$ cat config.mk
export PLATFORM = sky130hd
export DESIGN_NAME = meter_reading_scaler
export DESIGN_NICKNAME = d
export VERILOG_FILES = /design/src/hdl/mrs_pkg.sv /design/src/hdl/meter_reading_scaler.sv /design/src/hdl/mrs_prep.sv /design/src/hdl/mrs_cell.sv /design/src/hdl/mrs_post.sv
export VERILOG_INCLUDE_DIRS = /design/src /design/src/hdl
export SDC_FILE = /design/constraint.sdc
export NUM_CORES = 2
export LEC_CHECK = 0
export ABC_AREA = 1
export BUFFER_PORTS_ARGS = -buffer_cell sky130_fd_sc_hd__buf_4
export CAP_MARGIN = 15
export CORE_MARGIN = 5
export CORE_UTILIZATION = 60
export DETAILED_ROUTE_END_ITERATION = 10
export MAX_ROUTING_LAYER = met4
export PLACE_DENSITY = 0.89
export SYNTH_ARGS = -nofsm -noshare
export SYNTH_HDL_FRONTEND = slang
export SYNTH_SLANG_ARGS = --single-unit
$ cat constraint.sdc
create_clock -name clk -period 9.15 [get_ports clk]
set_clock_uncertainty 0.1 [all_clocks]
set_input_delay 0.915 -clock clk [delete_from_list [all_inputs] [get_ports clk]]
set_output_delay 0.915 -clock clk [all_outputs]
set_load 0.02 [all_outputs]
$ cat src/hdl/assert_macros.svh
// Assertion macros used by the RTL of the meter reading scaler.
// Each macro expands to a clocked concurrent assertion, or to nothing when SYNTH is defined.
`ifndef ASSERT_MACROS_SVH
`define ASSERT_MACROS_SVH
`ifndef SYNTH
// Same-cycle implication, disabled while reset is asserted.
`define MRS_ASSERT_IMP(lbl, clk, rst_n, ante, cons) \
	lbl: assert property (@(posedge clk) disable iff (!rst_n) (ante) |-> (cons)) \
		else $error("same-cycle check failed");
// Next-cycle implication, disabled while reset is asserted.
`define MRS_ASSERT_NXT(lbl, clk, rst_n, ante, cons) \
	lbl: assert property (@(posedge clk) disable iff (!rst_n) (ante) |=> (cons)) \
		else $error("next-cycle check failed");
`else
`define MRS_ASSERT_IMP(lbl, clk, rst_n, ante, cons)
`define MRS_ASSERT_NXT(lbl, clk, rst_n, ante, cons)
`endif
`endif

$ cat src/hdl/mrs_pkg.sv
// Package for the meter reading scaler: widths, selector and register codes,
// default divisors and the item record that moves down the divider chain. No dependencies.
`timescale 1ns / 1ps

package mrs_pkg;

	localparam int RAW_W  = 24;
	localparam int DIV_W  = 16;
	localparam int ACC_W  = 28;
	localparam int OUT_W  = 29;
	localparam int CELLS  = ACC_W;
	localparam int ADDR_W = 4;
	localparam int DATA_W = 32;

	localparam logic [DIV_W-1:0] PWR_DEFAULT_DIV  = 16'd186;
	localparam logic [DIV_W-1:0] VOLT_DEFAULT_DIV = 16'd1200;
	localparam logic [DIV_W-1:0] CURR_DEFAULT_DIV = 16'd100;
	localparam logic [ACC_W-1:0] CURR_FLOOR       = 28'd50;

	typedef enum logic [1:0] {
		FUNC_POWER  = 2'd0,
		FUNC_VOLT   = 2'd1,
		FUNC_CURR   = 2'd2,
		FUNC_UNUSED = 2'd3
	} func_t;

	typedef enum logic [1:0] {
		REG_POWER   = 2'd0,
		REG_VOLT    = 2'd1,
		REG_CURR    = 2'd2,
		REG_NONE    = 2'd3
	} reg_idx_t;

	// One item in flight: the dividend shifts out of acc from the top while
	// quotient bits shift in at the bottom.
	typedef struct packed {
		func_t              func;
		logic               neg;
		logic               flr_en;
		logic               zero;
		logic [DIV_W-1:0]   div;
		logic [DIV_W-1:0]   rem;
		logic [ACC_W-1:0]   acc;
	} mrs_item_t;

endpackage

$ cat src/hdl/meter_reading_scaler.sv
// Meter reading scaler: one input stage, 28 division cells at one quotient bit each, one
// output register. Throughput one beat per cycle unless result_ready stalls the chain;
// every cell stage holds its item while stalled downstream.
// Reset clears all stage valid bits and the three coefficient registers to zero.
// Depends on mrs_pkg, mrs_prep, mrs_cell, mrs_post and assert_macros.svh.
`timescale 1ns / 1ps
`include "assert_macros.svh"

module meter_reading_scaler (
	input  logic                              clk,
	input  logic                              arst_n,
	input  logic                              psel,
	input  logic                              penable,
	input  logic                              pwrite,
	input  logic [mrs_pkg::ADDR_W-1:0]        paddr,
	input  logic [mrs_pkg::DATA_W-1:0]        pwdata,
	output logic [mrs_pkg::DATA_W-1:0]        prdata,
	output logic                              pready,
	input  logic                              item_valid,
	output logic                              item_ready,
	input  logic [1:0]                        func,
	input  logic [mrs_pkg::RAW_W-1:0]         raw_reading,
	output logic                              result_valid,
	input  logic                              result_ready,
	output logic [1:0]                        quantity,
	output logic signed [mrs_pkg::OUT_W-1:0]  scaled_value
);
	import mrs_pkg::*;

	logic [DIV_W-1:0] power_coeff_q;
	logic [DIV_W-1:0] voltage_coeff_q;
	logic [DIV_W-1:0] current_coeff_q;
	reg_idx_t         reg_idx;
	logic             wr_en;

	logic              chain_valid [CELLS+1];
	logic              chain_ready [CELLS+1];
	mrs_item_t         chain_item  [CELLS+1];

	// Configuration port.
	assign pready  = 1'b1;
	assign reg_idx = reg_idx_t'(paddr[3:2]);
	assign wr_en   = psel && penable && pwrite && pready;

	always_ff @(posedge clk or negedge arst_n) begin
		if (!arst_n) begin
			power_coeff_q   <= '0;
			voltage_coeff_q <= '0;
			current_coeff_q <= '0;
		end else if (wr_en) begin
			case (reg_idx)
				REG_POWER: power_coeff_q   <= pwdata[DIV_W-1:0];
				REG_VOLT:  voltage_coeff_q <= pwdata[DIV_W-1:0];
				REG_CURR:  current_coeff_q <= pwdata[DIV_W-1:0];
				default: begin
				end
			endcase
		end
	end

	always_comb begin
		case (reg_idx)
			REG_POWER: prdata = {{(DATA_W-DIV_W){1'b0}}, power_coeff_q};
			REG_VOLT:  prdata = {{(DATA_W-DIV_W){1'b0}}, voltage_coeff_q};
			REG_CURR:  prdata = {{(DATA_W-DIV_W){1'b0}}, current_coeff_q};
			default:   prdata = '0;
		endcase
	end

	mrs_prep u_prep (
		.clk           (clk),
		.arst_n        (arst_n),
		.in_valid      (item_valid),
		.in_ready      (item_ready),
		.func          (func),
		.raw_reading   (raw_reading),
		.power_coeff   (power_coeff_q),
		.voltage_coeff (voltage_coeff_q),
		.current_coeff (current_coeff_q),
		.out_valid     (chain_valid[0]),
		.out_ready     (chain_ready[0]),
		.out_item      (chain_item[0])
	);

	for (genvar k = 0; k < CELLS; k++) begin : g_cell
		mrs_cell u_cell (
			.clk       (clk),
			.arst_n    (arst_n),
			.in_valid  (chain_valid[k]),
			.in_ready  (chain_ready[k]),
			.in_item   (chain_item[k]),
			.out_valid (chain_valid[k+1]),
			.out_ready (chain_ready[k+1]),
			.out_item  (chain_item[k+1])
		);
	end

	mrs_post u_post (
		.clk          (clk),
		.arst_n       (arst_n),
		.in_valid     (chain_valid[CELLS]),
		.in_ready     (chain_ready[CELLS]),
		.in_item      (chain_item[CELLS]),
		.result_valid (result_valid),
		.result_ready (result_ready),
		.quantity     (quantity),
		.scaled_value (scaled_value)
	);

	// The input only stalls when every stage down to the output register is full.
	`MRS_ASSERT_IMP(a_stall_needs_full_out, clk, arst_n, !item_ready, result_valid)
	// An accepted beat always lands in the input stage.
	`MRS_ASSERT_NXT(a_beat_enters_prep, clk, arst_n, item_valid && item_ready, chain_valid[0])
	// The unused selector always yields zero.
	`MRS_ASSERT_IMP(a_unused_zero, clk, arst_n, result_valid && quantity == FUNC_UNUSED, scaled_value == '0)
	// RMS readings are never negative.
	`MRS_ASSERT_IMP(a_rms_nonneg, clk, arst_n, result_valid && (quantity == FUNC_VOLT || quantity == FUNC_CURR), !scaled_value[OUT_W-1])

endmodule

$ cat src/hdl/mrs_prep.sv
// Input stage of the meter reading scaler: picks dividend magnitude, divisor and sign.
// Depends on mrs_pkg.
`timescale 1ns / 1ps

module mrs_prep (
	input  logic                         clk,
	input  logic                         arst_n,
	input  logic                         in_valid,
	output logic                         in_ready,
	input  logic [1:0]                   func,
	input  logic [mrs_pkg::RAW_W-1:0]    raw_reading,
	input  logic [mrs_pkg::DIV_W-1:0]    power_coeff,
	input  logic [mrs_pkg::DIV_W-1:0]    voltage_coeff,
	input  logic [mrs_pkg::DIV_W-1:0]    current_coeff,
	output logic                         out_valid,
	input  logic                         out_ready,
	output mrs_pkg::mrs_item_t           out_item
);
	import mrs_pkg::*;

	logic              valid_s1;
	mrs_item_t         item_s1;
	mrs_item_t         item_d;
	func_t             fsel;
	logic [RAW_W-1:0]  mag;
	logic [ACC_W-1:0]  mag_x;
	logic [ACC_W-1:0]  mag_x10;
	logic              en;

	assign en       = !valid_s1 || out_ready;
	assign in_ready = en;

	always_comb begin
		fsel    = func_t'(func);
		mag     = (fsel == FUNC_POWER && raw_reading[RAW_W-1]) ? (~raw_reading + RAW_W'(1))
			: raw_reading;
		mag_x   = {{(ACC_W-RAW_W){1'b0}}, mag};
		mag_x10 = (mag_x << 3) + (mag_x << 1);

		item_d        = '0;
		item_d.func   = fsel;
		item_d.div    = {{(DIV_W-1){1'b0}}, 1'b1};
		item_d.acc    = mag_x;
		case (fsel)
			FUNC_POWER: begin
				item_d.neg = raw_reading[RAW_W-1];
				if (power_coeff != '0) begin
					item_d.acc = mag_x10;
					item_d.div = power_coeff;
				end else begin
					item_d.div = PWR_DEFAULT_DIV;
				end
			end
			FUNC_VOLT: begin
				item_d.div = (voltage_coeff != '0) ? voltage_coeff : VOLT_DEFAULT_DIV;
			end
			FUNC_CURR: begin
				if (current_coeff != '0) begin
					item_d.acc    = mag_x10;
					item_d.div    = current_coeff;
					item_d.flr_en = 1'b1;
				end else begin
					item_d.div = CURR_DEFAULT_DIV;
				end
			end
			default: begin
				item_d.zero = 1'b1;
			end
		endcase
	end

	always_ff @(posedge clk or negedge arst_n) begin
		if (!arst_n) begin
			valid_s1 <= 1'b0;
		end else if (en) begin
			valid_s1 <= in_valid;
		end
	end

	always_ff @(posedge clk) begin
		if (en && in_valid) begin
			item_s1 <= item_d;
		end
	end

	assign out_valid = valid_s1;
	assign out_item  = item_s1;

endmodule

$ cat src/hdl/mrs_cell.sv
// One restoring division step: one quotient bit per cell, with its own stage register.
// Depends on mrs_pkg.
`timescale 1ns / 1ps

module mrs_cell (
	input  logic                clk,
	input  logic                arst_n,
	input  logic                in_valid,
	output logic                in_ready,
	input  mrs_pkg::mrs_item_t  in_item,
	output logic                out_valid,
	input  logic                out_ready,
	output mrs_pkg::mrs_item_t  out_item
);
	import mrs_pkg::*;

	logic              valid_q;
	mrs_item_t         item_q;
	mrs_item_t         item_d;
	logic [DIV_W:0]    shifted;
	logic [DIV_W:0]    trial;
	logic              qbit;
	logic              en;

	assign en       = !valid_q || out_ready;
	assign in_ready = en;

	always_comb begin
		shifted = {in_item.rem, in_item.acc[ACC_W-1]};
		trial   = shifted - {1'b0, in_item.div};
		// The partial remainder stays below the divisor, so the top bit is the borrow.
		qbit    = !trial[DIV_W];
		item_d     = in_item;
		item_d.rem = qbit ? trial[DIV_W-1:0] : shifted[DIV_W-1:0];
		item_d.acc = {in_item.acc[ACC_W-2:0], qbit};
	end

	always_ff @(posedge clk or negedge arst_n) begin
		if (!arst_n) begin
			valid_q <= 1'b0;
		end else if (en) begin
			valid_q <= in_valid;
		end
	end

	always_ff @(posedge clk) begin
		if (en && in_valid) begin
			item_q <= item_d;
		end
	end

	assign out_valid = valid_q;
	assign out_item  = item_q;

endmodule

$ cat src/hdl/mrs_post.sv
// Output stage of the meter reading scaler: applies sign, current floor and unused selector.
// Depends on mrs_pkg.
`timescale 1ns / 1ps

module mrs_post (
	input  logic                        clk,
	input  logic                        arst_n,
	input  logic                        in_valid,
	output logic                        in_ready,
	input  mrs_pkg::mrs_item_t          in_item,
	output logic                        result_valid,
	input  logic                        result_ready,
	output logic [1:0]                  quantity,
	output logic signed [mrs_pkg::OUT_W-1:0] scaled_value
);
	import mrs_pkg::*;

	logic                 valid_q;
	logic [1:0]           quantity_q;
	logic [OUT_W-1:0]     value_q;
	logic [OUT_W-1:0]     value_d;
	logic [OUT_W-1:0]     mag;
	logic                 en;

	assign en       = !valid_q || result_ready;
	assign in_ready = en;

	always_comb begin
		mag = {{(OUT_W-ACC_W){1'b0}}, in_item.acc};
		if (in_item.zero || (in_item.flr_en && in_item.acc < CURR_FLOOR)) begin
			value_d = '0;
		end else if (in_item.neg) begin
			value_d = ~mag + OUT_W'(1);
		end else begin
			value_d = mag;
		end
	end

	always_ff @(posedge clk or negedge arst_n) begin
		if (!arst_n) begin
			valid_q <= 1'b0;
		end else if (en) begin
			valid_q <= in_valid;
		end
	end

	always_ff @(posedge clk) begin
		if (en && in_valid) begin
			quantity_q <= in_item.func;
			value_q    <= value_d;
		end
	end

	assign result_valid = valid_q;
	assign quantity     = quantity_q;
	assign scaled_value = signed'(value_q);

endmodule
# Word level (Yosys, flattened, before mapping)

Index checks and enable logic that the tools add are counted.

Flip-flop bits (word level): 1,946
Logic and storage cells: 448
Bits of input ports: 69
Output and inout port bits: 66

Muxes and demuxes: 39
Reductions and logical operators: 133
Magnitude comparators: 1
Bitwise logic cells: 3
Add/subtract/negate cells: 31
Eq/ne operators: 4

Operators by type and width:

| operator                                                     | number |
|---|---|
| 2-to-1 mux 16 bit                                            | 29 |
| subtractor 17 x 16 -> 17 bit                                 | 27 |
| case mux 16 bit (3 select lines)                             | 2 |
| 2-to-1 mux 28 bit                                            | 3 |
| logical NOT 1 bit                                            | 58 |
| case mux 28 bit (2 select lines)                             | 1 |
| nonzero test 16 bit                                          | 3 |
| logical AND 1 bit                                            | 34 |
| logical OR 1 bit                                             | 31 |
| adder 29 x 1 -> 29 bit (second input constant)               | 1 |
| inverter 28 -> 29 bit                                        | 1 |
| adder 27 x 25 -> 28 bit                                      | 1 |
| less-than comparator 28 x 6 -> 1 bit (second input constant) | 1 |
| adder 24 x 1 -> 24 bit (second input constant)               | 1 |
| 2-to-1 mux 24 bit                                            | 1 |
| inverter 24 bit                                              | 1 |
| subtractor 1 x 16 -> 17 bit                                  | 1 |
| AND reduction 2 bit                                          | 3 |
| == test 2 x 1 -> 1 bit (second input constant)               | 2 |
| == test 2 bit (second input constant)                        | 2 |
| logical NOT 2 bit                                            | 2 |
| 2-to-1 mux 1 bit                                             | 3 |
| OR reduction 3 bit                                           | 1 |
| OR reduction 2 bit                                           | 1 |
| inverter 1 bit                                               | 1 |

# Depth between registers and ports, before layout

Depth in word-level cells: 32
Mapped depth: 23
Mapped depth without buffers: 23

# Hierarchy

From an unflattened synthesis, not the netlist that was laid out.

Cell total of the unflattened synthesis: 11,104
Area total of the unflattened synthesis: 105,901.6 um^2

Modules (own cells, without submodules):

| module                          | area each (um^2) | sequential area each (um^2) | times used | cells each |
|---|---|---|---|---|
| mrs_cell (g_cell[0].u_cell ...) | 3,447.1          | 1,976.9                     | 23         | 353 |
| mrs_cell (g_cell[6].u_cell ...) | 3,544.6          | 1,976.9                     | 4          | 354 |
| mrs_prep                        | 4,569.4          | 1,496.4                     | 1          | 656 |
| mrs_cell (g_cell[12].u_cell)    | 3,459.6          | 1,976.9                     | 1          | 354 |
| meter_reading_scaler            | 2,406.1          | 1,201.2                     | 1          | 302 |
| mrs_post                        | 2,005.7          | 955.9                       | 1          | 257 |

# Least setup slack after synthesis

Ideal clock, no wire load.

Path type: input to register
Start: in result_ready
End: reg g_cell[0].u_cell.item_q, in the netlist g_cell[0].u_cell.out_item[0] (enable)
Buffers on the path: 0
Required time: 8,540 ps
Setup time: 510 ps
Arrival time: 5,054 ps
Cell stages on the path: 18
Setup slack: 3,486 ps
Cells stage by stage: inv_2 nand3_2 nor2_4 nand4_4 nor2_4 nand4_4 nor2_4 nand4_4 nor2_4 nand4_4 nor2_4 nand4_4 nor2_4 nand4_4 nor2_4 nand2_2 inv_2 a21oi_1

Word-level cells in the longest chain between the ends: 30

Ends and longest elaborated chain:

| what                            | RTL line                   | RTL |
|---|---|---|
| start: declaration              | meter_reading_scaler.sv:24 | `input logic result_ready,` |
| logical OR 1 bit                | mrs_post.sv:25             | `assign en = !valid_q \|\| result_ready;` |
| logical OR 1 bit (28 in series) | mrs_cell.sv:25             | `assign en = !valid_q \|\| out_ready;` |
| logical AND 1 bit               | mrs_cell.sv:47             | `if (en && in_valid) begin` |
| end signal: assignment          | mrs_cell.sv:48             | `item_q <= item_d;` |
| end: declaration                | mrs_cell.sv:18             | `mrs_item_t item_q;` |

No other way between the ends.
A chain may end at the register's enable or synchronous reset.

==> impl_metrics.py <==
metrics = {
    "status": {
        "status": "completed",
    },
    "synth": {
        "synth-main-ff-cell": "edfxtp_1",
        "synth_edf_count": 1868,
        "yosysTopAreaCellShare_pct": 65.79,
        "yosysSeqAreaShare_pct": 68.08,
        "syn_area_um2": 85260,
        "synth_seq_cells": 1946,
        "synth.avg_cell_area_um2": 12.84,
        "ys_top_cells_by_area": "edfxtp_1 66%, ha_1 6.7%, inv_1 4.2%",
        "async_flop_share_pct": 4.008,
        "synth_top_area_cell": "edfxtp_1",
        "synth.distinct_cells": 54,
        "synth_cells": 6640,
        "ys_warn_count": 0,
    },
    "pwr": {
        "power.density_nw_per_um2": 383.1,
        "vdd_drop_max_mv": 0.2907,
        "p_leak_nw": 38.37,
    },
    "sta": {
        "hold_viol_final": 0,
        "grt_setup_unrepaired": "no",
        "setup_viol": 0,
        "worst_pin_slew_ps": 1092,
        "fin_setup_tns_ps": 0,
        "fmax_mhz": 213.2,
        "max-slew-margin-rel_pct": 27.17,
        "period_share_pct": 51.26,
        "final_max_slew_viol_count": 0,
        "min_period_ps": 4690,
    },
    "clock_network": {
        "tritoncts": "done",
        "h-tree-depth": 4,
        "cts_buffers": 183,
        "cts.repair.resized": 0,
        "clockBufferDepth": 3,
        "cts_root_buffer": "clkbuf_16",
        "clkSinkCount": 1946,
        "insertion_delay_ps": 850,
        "post_cts_buffers": 0,
        "clk_pin_slew_ps": 60,
    },
    "worst_setup_path": {
        "crit_fanout": 18,
        "required_ps": 9590,
        "criticalPathCategory": "input pin to flip-flop",
        "start_kind": "input pin",
        "worst_setup_path_end_kind": "flip-flop",
        "worstPathArrival_ps": 5130,
    },
    "route": {
        "viasPerCell": 5.665,
        "drt_iter0_markers": 3654,
        "wl_um": 164900,
        "num_vias": 50550,
        "postRouteAntennaNets": 0,
        "drc": 0,
        "firstDrtPassIters": 8,
        "wl_per_cell_um": 18.48,
    },
    "global_routing": {
        "grt_max_degree": 66,
        "antenna_found_initial": 1,
        "grt_usage_pct": 22.57,
        "overflow": 0,
        "grt_pass1_vias": 53730,
        "grt_pass1_wl_um": 267100,
    },
    "floorplan": {
        "io_pins": 135,
        "start_util_pct": 60.29,
        "die_area_um2": 149700,
        "die_y_um": 387.0,
        "core_area_um2": 141400,
        "rows": 138,
        "die_w_um": 387.0,
    },
    "flow_run": {
        "maxCapViolations": 0,
    },
    "finish": {
        "syn_to_final_growth_pct": 10.89,
        "instances_no_fill": 8923,
        "nets": 7428,
        "fillCellCount": 8807,
        "layout-drive-gt1-share_pct": 7.879,
    },
    "worst_hold_path": {
        "hold_class": "input pin to flip-flop",
    },
    "placed_design": {
        "port-buffer-count": 99,
        "dp.cells": 8577,
        "gp_congestion": 0.9133,
        "hpwlAfterDp_um": 108700,
    },
}
## worst max-delay path: stages
cell and delay (ps):
buf_4 140, nor2_1 90, buf_4 200, inv_1 220, nor2_1 150, buf_4 220
inv_1 160, nor2_1 150, xor2_1 220, inv_1 100, ha_1 220, fa_1 500
a21o_1 230, a221oi_1 480, o21ai_0 250, a21oi_1 230, o21ai_0 170, or2_2 300
nand3_1 70, o21ai_0 80
## layer usage
layer	routed length (µm)	share of wire [%]	global-route usage, %
met5	0	0	-
met4	10020	6.1	13.24
met3	6865	4.2	3.126
met2	94360	57	43.55
met1	53660	33	20.93
## final timing paths
kind                            slack, ps                           from  cells past startpoint                            end
worst min-delay path                  180                     item_valid                      3               u_prep.out_valid
worst max register to register       4690  g_cell[0].u_cell.out_item[44]                     17  g_cell[1].u_cell.out_item[33]
worst min register to register        290  g_cell[0].u_cell.out_item[16]                      0  g_cell[1].u_cell.out_item[17]
worst max-delay path                 4460                        func[0]                     20            u_prep.out_item[23]
max in group asynchronous            7460                         arst_n                      3    g_cell[21].u_cell.out_valid
min in group asynchronous             480                         arst_n                      2             current_coeff_q[8]
## final cells by class
cell class,instances,area [µm²],area share [%]
sequential,1946,58050,61.39
multi-input combinational,3648,23270,24.61
clock buffer,224,4865,5.145
inverter,947,3555,3.760
tap,1890,2365,2.501
clock inverter,117,1316,1.392
timing repair buffer,149,1132,1.198
antenna,2,5.005,0.005293
## Yosys cell counts (11+ instances only)
library cell / n
edfxtp_1: 1868
inv_1: 944
nand2_1: 811
a21oi_1: 648
ha_1: 457
nor2_1: 400
o21ai_0: 341
xor2_1: 197
xnor2_1: 188
nand3_1: 156
dfrtp_1: 78
clkbuf_1: 55
o221ai_1: 49
a21oi_2: 42
buf_2: 39
nor3_1: 37
a21o_1: 35
o21bai_1: 34
nand4_1: 32
fa_1: 27
a31oi_1: 26
buf_4: 23
o21ai_1: 22
a211oi_1: 18
xnor2_2: 15
nor4_1: 13
o31ai_1: 12
nand2_2: 11
## logic make-up (layout without fill, tap and decap cells)
family          Yosys count  count (layout)  synth area share [%]
simple gates           1496            1496                 7.330
fa+ha+maj               484             484                 7.340
xor+xnor                400             400                 4.241
mux                       1               1               0.01174
other cells               2              26              0.008808
buf+inv                1068            1437                 4.896
flops                  1946            1946                 68.08
compound gates         1243            1243                 8.093
## report_power, final
group	leakage (nW)	switching, mW	internal (mW)
clock network	3.00	3.39	4.39
logic	16.2	8.62	4.84
registers	19.2	1.22	13.8
## what timing repair did
item | 4_1_cts | 5_1_grt
hold buffers | 1 | 0
setup endpoints to repair | 0 | 0
hold endpoints to repair | 33 | 0
## flip-flops by register name (all words and copies together), names as in the netlist
| name | flops |
|---|---|
| current_coeff_q | 16 |
| g_cell.u_cell.out_item | 1788 |
| g_cell.u_cell.out_valid | 28 |
| power_coeff_q | 16 |
| u_post.quantity | 2 |
| u_post.result_valid | 1 |
| u_post.scaled_value | 29 |
| u_prep.out_item | 49 |
| u_prep.out_valid | 1 |
| voltage_coeff_q | 16 |
## stage by stage
stage / cell area (µm²) / worst slack, ps / total power, mW / hold slack [ps] / utilization (%)
2_1_floorplan: 85340 / 3486 / 24.64 / 300.3 / -
3_3_place_gp: 88330 / 3637 / 26.58 / 300.2 / 62.46
3_5_place_dp: 88330 / 3695 / 27.83 / 304.5 / 62.46
4_1_cts: 94520 / 4552 / 36.13 / 117.1 / 66.84
5_1_grt: 94550 / 4110 / 38.31 / 169.9 / 66.86
6_report: 94550 / 4460 / 36.22 / 181.7 / 66.86
## layout by cell type (no fill, tap or decap), drive strengths merged, types with 11 or more instances in the layout
| cell | Yosys | layout |
|---|---|---|
| buf | 66 | 148 |
| nand3 | 157 | 157 |
| xnor2 | 203 | 203 |
| dfrtp | 78 | 78 |
| clkbuf | 55 | 224 |
| nor3 | 39 | 39 |
| conb | 2 | 24 |
| clkinv | 1 | 77 |
| ha | 457 | 457 |
| xor2 | 197 | 197 |
| clkinvlp | 0 | 11 |
| fa | 27 | 27 |
| a21o | 35 | 35 |
| nand4 | 39 | 39 |
| o21bai | 34 | 34 |
| nor2 | 409 | 409 |
| a31oi | 27 | 27 |
| nor4 | 14 | 14 |
| edfxtp | 1868 | 1868 |
| bufinv | 0 | 20 |
| nand2 | 822 | 822 |
| inv | 946 | 956 |
| a211oi | 18 | 18 |
| o221ai | 50 | 50 |
| o21ai | 364 | 364 |
| o31ai | 12 | 12 |
| a21oi | 690 | 690 |
Note: power is estimated with default switching activity, not from simulation.
